$ cat config.mk
export PLATFORM = sky130hd
export DESIGN_NAME = credit_flow_tx_queue_top
export DESIGN_NICKNAME = d
export VERILOG_FILES = /design/src/design/cftq_pkg.sv /design/src/design/cftq_in_reg.sv /design/src/design/cftq_store.sv /design/src/design/credit_flow_tx_queue_top.sv
export SDC_FILE = /design/constraint.sdc
export NUM_CORES = 2
export LEC_CHECK = 0
export BUFFER_PORTS_ARGS = -buffer_cell sky130_fd_sc_hd__buf_2
export CAP_MARGIN = 20
export CORE_MARGIN = 1.5
export CORE_UTILIZATION = 57
export DETAILED_ROUTE_END_ITERATION = 6
export PLACE_DENSITY = 0.75
export SYNTH_ARGS = -nofsm -noshare
export SYNTH_HDL_FRONTEND = slang
export SYNTH_HIERARCHICAL = 1
export SYNTH_SLANG_ARGS = --single-unit
$ cat constraint.sdc
create_clock -name i_clk -period 13.9 [get_ports i_clk]
set_input_delay 0.695 -clock i_clk [delete_from_list [all_inputs] [get_ports i_clk]]
set_output_delay 0.695 -clock i_clk [all_outputs]
set_load 0.02 [all_outputs]
$ cat src/design/cftq_pkg.sv
// Types and constants shared by the credit flow transmit queue modules.
`default_nettype none
package cftq_pkg;

    typedef enum logic [1:0] {
        FUNC_TICK   = 2'd0,
        FUNC_ARRIVE = 2'd1,
        FUNC_LOAD   = 2'd2,
        FUNC_RETURN = 2'd3
    } t_func;

    typedef struct packed {
        t_func       func;
        logic [15:0] packet_id;
        logic [15:0] duration;
        logic [15:0] credit_value;
    } t_in_word;

    typedef struct packed {
        logic        send_valid;
        logic [15:0] sent_packet_id;
        logic        dropped;
        logic [6:0]  queue_length;
        logic [15:0] credits_left;
        logic        server_busy;
    } t_out_word;

    typedef struct packed {
        logic [15:0] id;
        logic [15:0] dur;
    } t_entry;

    localparam logic [6:0]  LIMIT_RESET = 7'd64;
    localparam logic [15:0] CREDIT_MAX  = 16'hFFFF;

endpackage
`default_nettype wire

$ cat src/design/cftq_in_reg.sv
// Input register stage holding one accepted word until the core takes it.
`default_nettype none
module cftq_in_reg
    import cftq_pkg::*;
(
    input  wire logic     i_clk,
    input  wire logic     i_rst_n,
    input  wire logic     i_valid,
    output logic          o_ready,
    input  wire t_in_word i_data,
    output logic          o_valid,
    input  wire logic     i_take,
    output t_in_word      o_data
);

    logic     r_valid;
    t_in_word r_data;

    assign o_ready = !r_valid || i_take;
    assign o_valid = r_valid;
    assign o_data  = r_data;

    always_ff @(posedge i_clk) begin
        if (!i_rst_n) begin
            r_valid <= 1'b0;
        end else if (o_ready) begin
            r_valid <= i_valid;
        end
    end

    always_ff @(posedge i_clk) begin
        if (o_ready && i_valid) begin
            r_data <= i_data;
        end
    end

endmodule
`default_nettype wire

$ cat src/design/cftq_store.sv
// Packet store memory with registered read and write-to-read bypass.
`default_nettype none
module cftq_store
    import cftq_pkg::*;
#(
    parameter int DEPTH = 64,
    parameter int PTR_W = 6
) (
    input  wire logic             i_clk,
    input  wire logic             i_wr_en,
    input  wire logic [PTR_W-1:0] i_wr_addr,
    input  wire t_entry           i_wr_data,
    input  wire logic [PTR_W-1:0] i_rd_addr,
    output t_entry                o_rd_data
);

    t_entry mem [DEPTH];
    t_entry r_rd_data;
    t_entry r_byp_data;
    logic   r_byp_sel;

    always_ff @(posedge i_clk) begin
        if (i_wr_en) begin
            mem[i_wr_addr] <= i_wr_data;
        end
        r_rd_data  <= mem[i_rd_addr];
        r_byp_sel  <= i_wr_en && (i_wr_addr == i_rd_addr);
        r_byp_data <= i_wr_data;
    end

    assign o_rd_data = r_byp_sel ? r_byp_data : r_rd_data;

endmodule
`default_nettype wire

$ cat src/design/credit_flow_tx_queue_top.sv
// Credit gated drop-tail transmit queue, top level.
//
//  channel  | valid       | ready        | data
//  ---------+-------------+--------------+------------------------
//  in       | i_in_valid  | o_in_ready   | i_in_data  (t_in_word)
//  out      | o_out_valid | i_out_ready  | o_out_data (t_out_word)
//  cfg      | i_cfg_valid | o_cfg_ready  | i_cfg_data (queue limit)
//
// One word per cycle sustained while the result register is not stalled; each word
// passes the input register, then a single-pass update into the result register.
// The store read is registered and re-issued every cycle at the next head address.
// Reset is synchronous; the store is not cleared; its data is only used once written.
// A stalled result register holds the input register; a full one holds o_in_ready low.
`default_nettype none
module credit_flow_tx_queue_top
    import cftq_pkg::*;
#(
    parameter int QUEUE_DEPTH = 64
) (
    input  wire logic       i_clk,
    input  wire logic       i_rst_n,
    input  wire logic       i_in_valid,
    output logic            o_in_ready,
    input  wire t_in_word   i_in_data,
    output logic            o_out_valid,
    input  wire logic       i_out_ready,
    output t_out_word       o_out_data,
    input  wire logic       i_cfg_valid,
    output logic            o_cfg_ready,
    input  wire logic [6:0] i_cfg_data
);

    localparam int PTR_W = (QUEUE_DEPTH > 1) ? $clog2(QUEUE_DEPTH) : 1;
    localparam int CNT_W = $clog2(QUEUE_DEPTH + 1);
    localparam int CMP_W = (CNT_W > 7) ? CNT_W : 7;

    function automatic logic [PTR_W-1:0] next_slot(input logic [PTR_W-1:0] p);
        logic [PTR_W:0] inc;
        inc = {1'b0, p} + (PTR_W+1)'(1);
        return (inc == (PTR_W+1)'(QUEUE_DEPTH)) ? '0 : inc[PTR_W-1:0];
    endfunction

    t_in_word         s_word;
    logic             s_valid;
    logic             s_take;
    logic             s_fire;
    t_entry           s_head;
    t_entry           s_in_entry;
    t_entry           s_disp;
    logic [PTR_W-1:0] s_rd_addr;
    logic             s_wr;
    logic [CMP_W-1:0] s_limit;
    logic [CMP_W-1:0] s_lim_ext;
    logic             s_drop;
    logic             s_send;

    logic [6:0]       r_limit;
    logic [PTR_W-1:0] r_head, n_head;
    logic [PTR_W-1:0] r_tail, n_tail;
    logic [CNT_W-1:0] r_count, n_count;
    logic [15:0]      r_credit, n_credit;
    logic             r_busy, n_busy;
    logic [15:0]      r_cd, n_cd;
    logic             r_out_valid;
    t_out_word        r_out;

    assign o_cfg_ready = 1'b1;
    assign s_take      = !r_out_valid || i_out_ready;
    assign s_fire      = s_valid && s_take;

    cftq_in_reg u_in (
        .i_clk   (i_clk),
        .i_rst_n (i_rst_n),
        .i_valid (i_in_valid),
        .o_ready (o_in_ready),
        .i_data  (i_in_data),
        .o_valid (s_valid),
        .i_take  (s_take),
        .o_data  (s_word)
    );

    assign s_in_entry = '{id: s_word.packet_id, dur: s_word.duration};
    assign s_rd_addr  = s_fire ? n_head : r_head;

    cftq_store #(
        .DEPTH (QUEUE_DEPTH),
        .PTR_W (PTR_W)
    ) u_store (
        .i_clk     (i_clk),
        .i_wr_en   (s_fire && s_wr),
        .i_wr_addr (r_tail),
        .i_wr_data (s_in_entry),
        .i_rd_addr (s_rd_addr),
        .o_rd_data (s_head)
    );

    assign s_lim_ext = CMP_W'(r_limit);
    assign s_limit   = (s_lim_ext > CMP_W'(QUEUE_DEPTH)) ? CMP_W'(QUEUE_DEPTH) : s_lim_ext;
    // empty queue: the arriving packet is the head
    assign s_disp    = (r_count == '0) ? s_in_entry : s_head;

    always_comb begin
        n_head   = r_head;
        n_tail   = r_tail;
        n_count  = r_count;
        n_credit = r_credit;
        n_busy   = r_busy;
        n_cd     = r_cd;
        s_wr     = 1'b0;
        s_drop   = 1'b0;
        s_send   = 1'b0;
        unique case (s_word.func)
            FUNC_TICK: begin
                if (r_busy) begin
                    if (r_cd != '0) begin
                        n_cd = r_cd - 16'd1;
                    end
                    if (n_cd == '0) begin
                        n_busy = 1'b0;
                    end
                end
            end
            FUNC_ARRIVE: begin
                if (CMP_W'(r_count) >= s_limit) begin
                    s_drop = 1'b1;
                end else begin
                    s_wr    = 1'b1;
                    n_tail  = next_slot(r_tail);
                    n_count = r_count + CNT_W'(1);
                end
            end
            FUNC_LOAD: begin
                n_credit = s_word.credit_value;
            end
            FUNC_RETURN: begin
                if (r_credit != CREDIT_MAX) begin
                    n_credit = r_credit + 16'd1;
                end
            end
            default: begin
            end
        endcase
        if (!n_busy && n_count != '0 && n_credit != '0) begin
            s_send   = 1'b1;
            n_head   = next_slot(r_head);
            n_count  = n_count - CNT_W'(1);
            n_credit = n_credit - 16'd1;
            n_cd     = (s_disp.dur == '0) ? 16'd1 : s_disp.dur;
            n_busy   = 1'b1;
        end
    end

    always_ff @(posedge i_clk) begin
        if (!i_rst_n) begin
            r_limit     <= LIMIT_RESET;
            r_head      <= '0;
            r_tail      <= '0;
            r_count     <= '0;
            r_credit    <= '0;
            r_busy      <= 1'b0;
            r_cd        <= '0;
            r_out_valid <= 1'b0;
        end else begin
            if (i_cfg_valid) begin
                r_limit <= i_cfg_data;
            end
            if (s_fire) begin
                r_head      <= n_head;
                r_tail      <= n_tail;
                r_count     <= n_count;
                r_credit    <= n_credit;
                r_busy      <= n_busy;
                r_cd        <= n_cd;
                r_out_valid <= 1'b1;
            end else if (i_out_ready) begin
                r_out_valid <= 1'b0;
            end
        end
    end

    always_ff @(posedge i_clk) begin
        if (s_fire) begin
            r_out.send_valid     <= s_send;
            r_out.sent_packet_id <= s_send ? s_disp.id : 16'd0;
            r_out.dropped        <= s_drop;
            r_out.queue_length   <= 7'(n_count);
            r_out.credits_left   <= n_credit;
            r_out.server_busy    <= n_busy;
        end
    end

    assign o_out_valid = r_out_valid;
    assign o_out_data  = r_out;

endmodule
`default_nettype wire

==> flow_summary_export.csv <==
group,metric,value,unit
sta,finalWorstSetupSlack,6.35,ns
global_routing,grt_pass1_wl,330000,um
clock_tree,h-tree-depth,4,
die,num_rows,143,
die,core,153000,um2
clock_tree,cts_tree,"done",
power,switchingPower,5320,uW
die,io_pins,107,
power,internal_power,12900,uW
status,violations,"DRC",
global_routing,first_global_vias,46200,
finish,area_growth,12.0,%
detailed_routing,drc_errors,1,
sta,min_period_over_period,54.3,%
placed_design,hpwl,124000,um
worst_setup_path,setup.worst_path.end_class,"register",
sta,setup_viol,0,
finish,final_cell_mix,"edfxtp_1, mux4_2, clkbuf_16",
detailed_routing,ant_nets,0,
detailed_routing,drtPass1Iterations,7,
synthesis,synth-seq-cells,2266,
worst_hold_path,min_path_type,"input port to register",
flow_run,cap_viol_max_count,0,
power,p_leak,0.0304,uW
detailed_routing,drt_wl_total,231000,um
synthesis,synth.avg_cell_area,20.1,um2
global_routing,grt_max_degree,114,
detailed_routing,vias,46800,
synthesis,ys.warnings.count,6,
die,start_util,57.6,%
finish,postLayoutCoreUtil,64.5,%
global_routing,grt_use_total,29.6,%
status,status,"complete, but fails checks",
synthesis,synthFlopType,"edfxtp_1",
clock_tree,clk_latency,0.85,ns
finish,final_common_cell,"edfxtp_1",
detailed_routing,vias_per_cell,6.84,
sta,skew,0.0329,ns
sta,worstMarginPinSlew,1.22,ns
sta,holdWs,0.0442,ns
synthesis,syn_inst,4385,
finish,nNetsFinal,4706,
worst_setup_path,cp_max_fo,93,
clock_tree,cts_buffers,208,
worst_setup_path,cp_data_arrival_time,8.26,ns
worst_setup_path,crit_type,"register to register",
clock_tree,clkTransAtPathRegs,0.06,ns
power,power_frac_comb,26.5,%
worst_setup_path,setup.worst_path.start_class,"register",
sta,slew_violations,0,
clock_tree,cts_sinks,2266,
detailed_routing,wl_per_cell,33.8,um
synthesis,synth_cell_types,88,
power,peakVddDrop,0.255,mV
global_routing,grt_antenna_before_repair,7,
global_routing,overflow,0,
power,powerDensity,185,nW/um2
placed_design,port_buffers,105,
sta,max_slew_margin,19.0,%
placed_design,pre_cts_slack,6.26,ns
clock_tree,ctsRootBufferMaster,"clkbuf_16",
die,die_area,157000,um2
synthesis,synth_nets,4463,
power,seq_power_share,42.8,%
sta,fin_tns_setup,0,ns
sta,rsz0062_at_grt,"false",
sta,fmax,132,MHz
synthesis,async_reset_ff_share,0,%
synthesis,synth_edf_count,2140,
placed_design,place_congestion,0.893,
detailed_routing,drtIter0Drc,6252,
finish,drive_gt1_share,25.1,%
power,p_clk_share,30.7,%
clock_tree,clockBufferDepth,3,
sta,min_period,7.55,ns
synthesis,seq_area_frac_synth,75.9,%
power,swShare,29.1,%
worst_setup_path,worstPathRequired,14.61,ns
die,die_y,396,um
sta,hold_viol_final,0,
synthesis,synth_area,87900,um2
die,chipWidth,396,um
clock_tree,post_cts_buffers,0,
-- cell usage after synthesis (all sizes together) (5+ instances only) --
library cell / number / area share [%]
or3: 11 / 0.078
inv: 19 / 0.081
and2: 14 / 0.10
a311o: 9 / 0.10
nand3b: 6 / 0.051
o211ai: 7 / 0.060
buf: 140 / 1.0
nand2: 192 / 0.82
o22a: 7 / 0.070
o221ai: 55 / 0.55
dfxtp: 126 / 2.9
or4: 6 / 0.060
a22oi: 55 / 0.47
o21ai: 31 / 0.18
mux4: 454 / 12
o211a: 8 / 0.091
nor3: 35 / 0.21
nor4: 18 / 0.14
or2: 6 / 0.043
xnor2: 20 / 0.20
xor2: 20 / 0.20
edfxtp: 2140 / 73
and4: 9 / 0.090
nand4: 80 / 0.59
ha: 16 / 0.23
and3: 22 / 0.16
clkbuf: 114 / 0.49
a31oi: 19 / 0.14
mux2i: 151 / 1.7
a211oi: 17 / 0.15
a21oi: 52 / 0.30
o2111a: 7 / 0.090
o22ai: 72 / 0.51
nand3: 92 / 0.52
o2bb2ai: 5 / 0.050
a211o: 7 / 0.070
mux2: 77 / 0.99
a221o: 23 / 0.26
nor2: 132 / 0.56
nor2b: 31 / 0.22
nand2b: 17 / 0.13
-- per-stage QoR --
stage | power, uW | cells | instance area, um2
floorplan | 11700 | 4385 | 87900
detailed placement | 12800 | 6420 | 91500
global placement | 12700 | 6417 | 91500
CTS | 18300 | 6836 | 98400
finish | 18300 | 6841 | 98500
global route | 18900 | 6838 | 98500
-- routing by layer --
metal / track usage (%) / up-vias / wire, um
met5: 0 / - / 73
met4: 11.2 / 10 / 9540
met3: 6.98 / 477 / 29100
met2: 46.2 / 3318 / 109000
met1: 41.2 / 24300 / 84100
li1: - / 18700 / -
-- critical path: stages (launching register included) --
cell	delay (ns)
dfxtp_1	0.33
inv_1	0.17
nand2_1	0.08
ha_1	0.29
nand4_1	0.09
o32ai_1	0.83
nor2b_1	0.24
xnor2_1	0.27
ha_1	0.23
nand3_1	0.11
o41ai_2	0.09
buf_4	0.20
nor3_2	0.64
xor2_4	0.24
buf_12	0.54
buf_4	0.81
buf_4	0.67
mux4_2	0.59
a22oi_1	0.22
nand4_1	0.31
and3_1	0.37
-- final timing paths --
path / from / endpoint / slack, ns / depth (start not counted)
max: r_limit[6]$_SDFFE_PN1P_ / u_store/r_rd_data[28]$_DFF_P_ / 6.35 / 20
min: i_in_data[3] / u_in/o_data[3]$_DFFE_PP_ / 0.04 / 1
max reg2reg: r_limit[6]$_SDFFE_PN1P_ / u_store/r_rd_data[28]$_DFF_P_ / 6.35 / 20
min reg2reg: r_limit[0]$_SDFFE_PN0P_ / r_limit[0]$_SDFFE_PN0P_ / 0.49 / 2
-- power by group through the flow --
| stage | sequential (uW) | combinational [uW] | clock [uW] |
|---|---|---|---|
| floorplan | 7980 | 3710 | 0 |
| CTS | 7800 | 4840 | 5640 |
| global route | 7820 | 5150 | 5910 |
| detailed placement | 7950 | 4800 | 0 |
| finish | 7810 | 4850 | 5600 |
| global placement | 7940 | 4770 | 0 |
-- registers in the layout (all words and copies together) (netlist names), 6 cells and up --
register / flops
r_credit: 16
r_limit: 7
u_store/mem: 2048
o_out_data: 42
r_count: 7
u_store/r_byp_data: 32
r_head: 6
u_store/r_rd_data: 32
r_cd: 16
r_tail: 6
u_in/o_data: 50
-- area by class of cell --
class / count / area [um2]
tap: 2030 / 2540
multi-input combinational: 1845 / 20300
fill: 9746 / 54200
clock inverter: 124 / 1160
timing repair buffer: 287 / 2010
inverter: 20 / 76.3
antenna: 3 / 7.51
sequential: 2266 / 66800
clock buffer: 266 / 5540
-- logic make-up (layout without fill, tap and decap cells) --
logic type               count (synthesis)  after routing  share of synthesized area [%]
flip-flops                            2266           2266                           75.9
AND/OR/NAND/NOR                        686            686                           3.94
multiplexers                           682            682                           14.3
AO/OA/AOI/OAI                          420            420                           3.56
buffers and inverters                  274            697                           1.59
XOR/XNOR                                40             40                          0.398
adder cells (fa/ha/maj)                 16             16                          0.228
other                                    1              4                        0.00426
-- repair_timing --
item,4_1_cts,5_1_grt
gates resized for setup,0,0
hold buffers,26,0
hold endpoints to repair,26,0
Power figures use the tool's default switching activity.
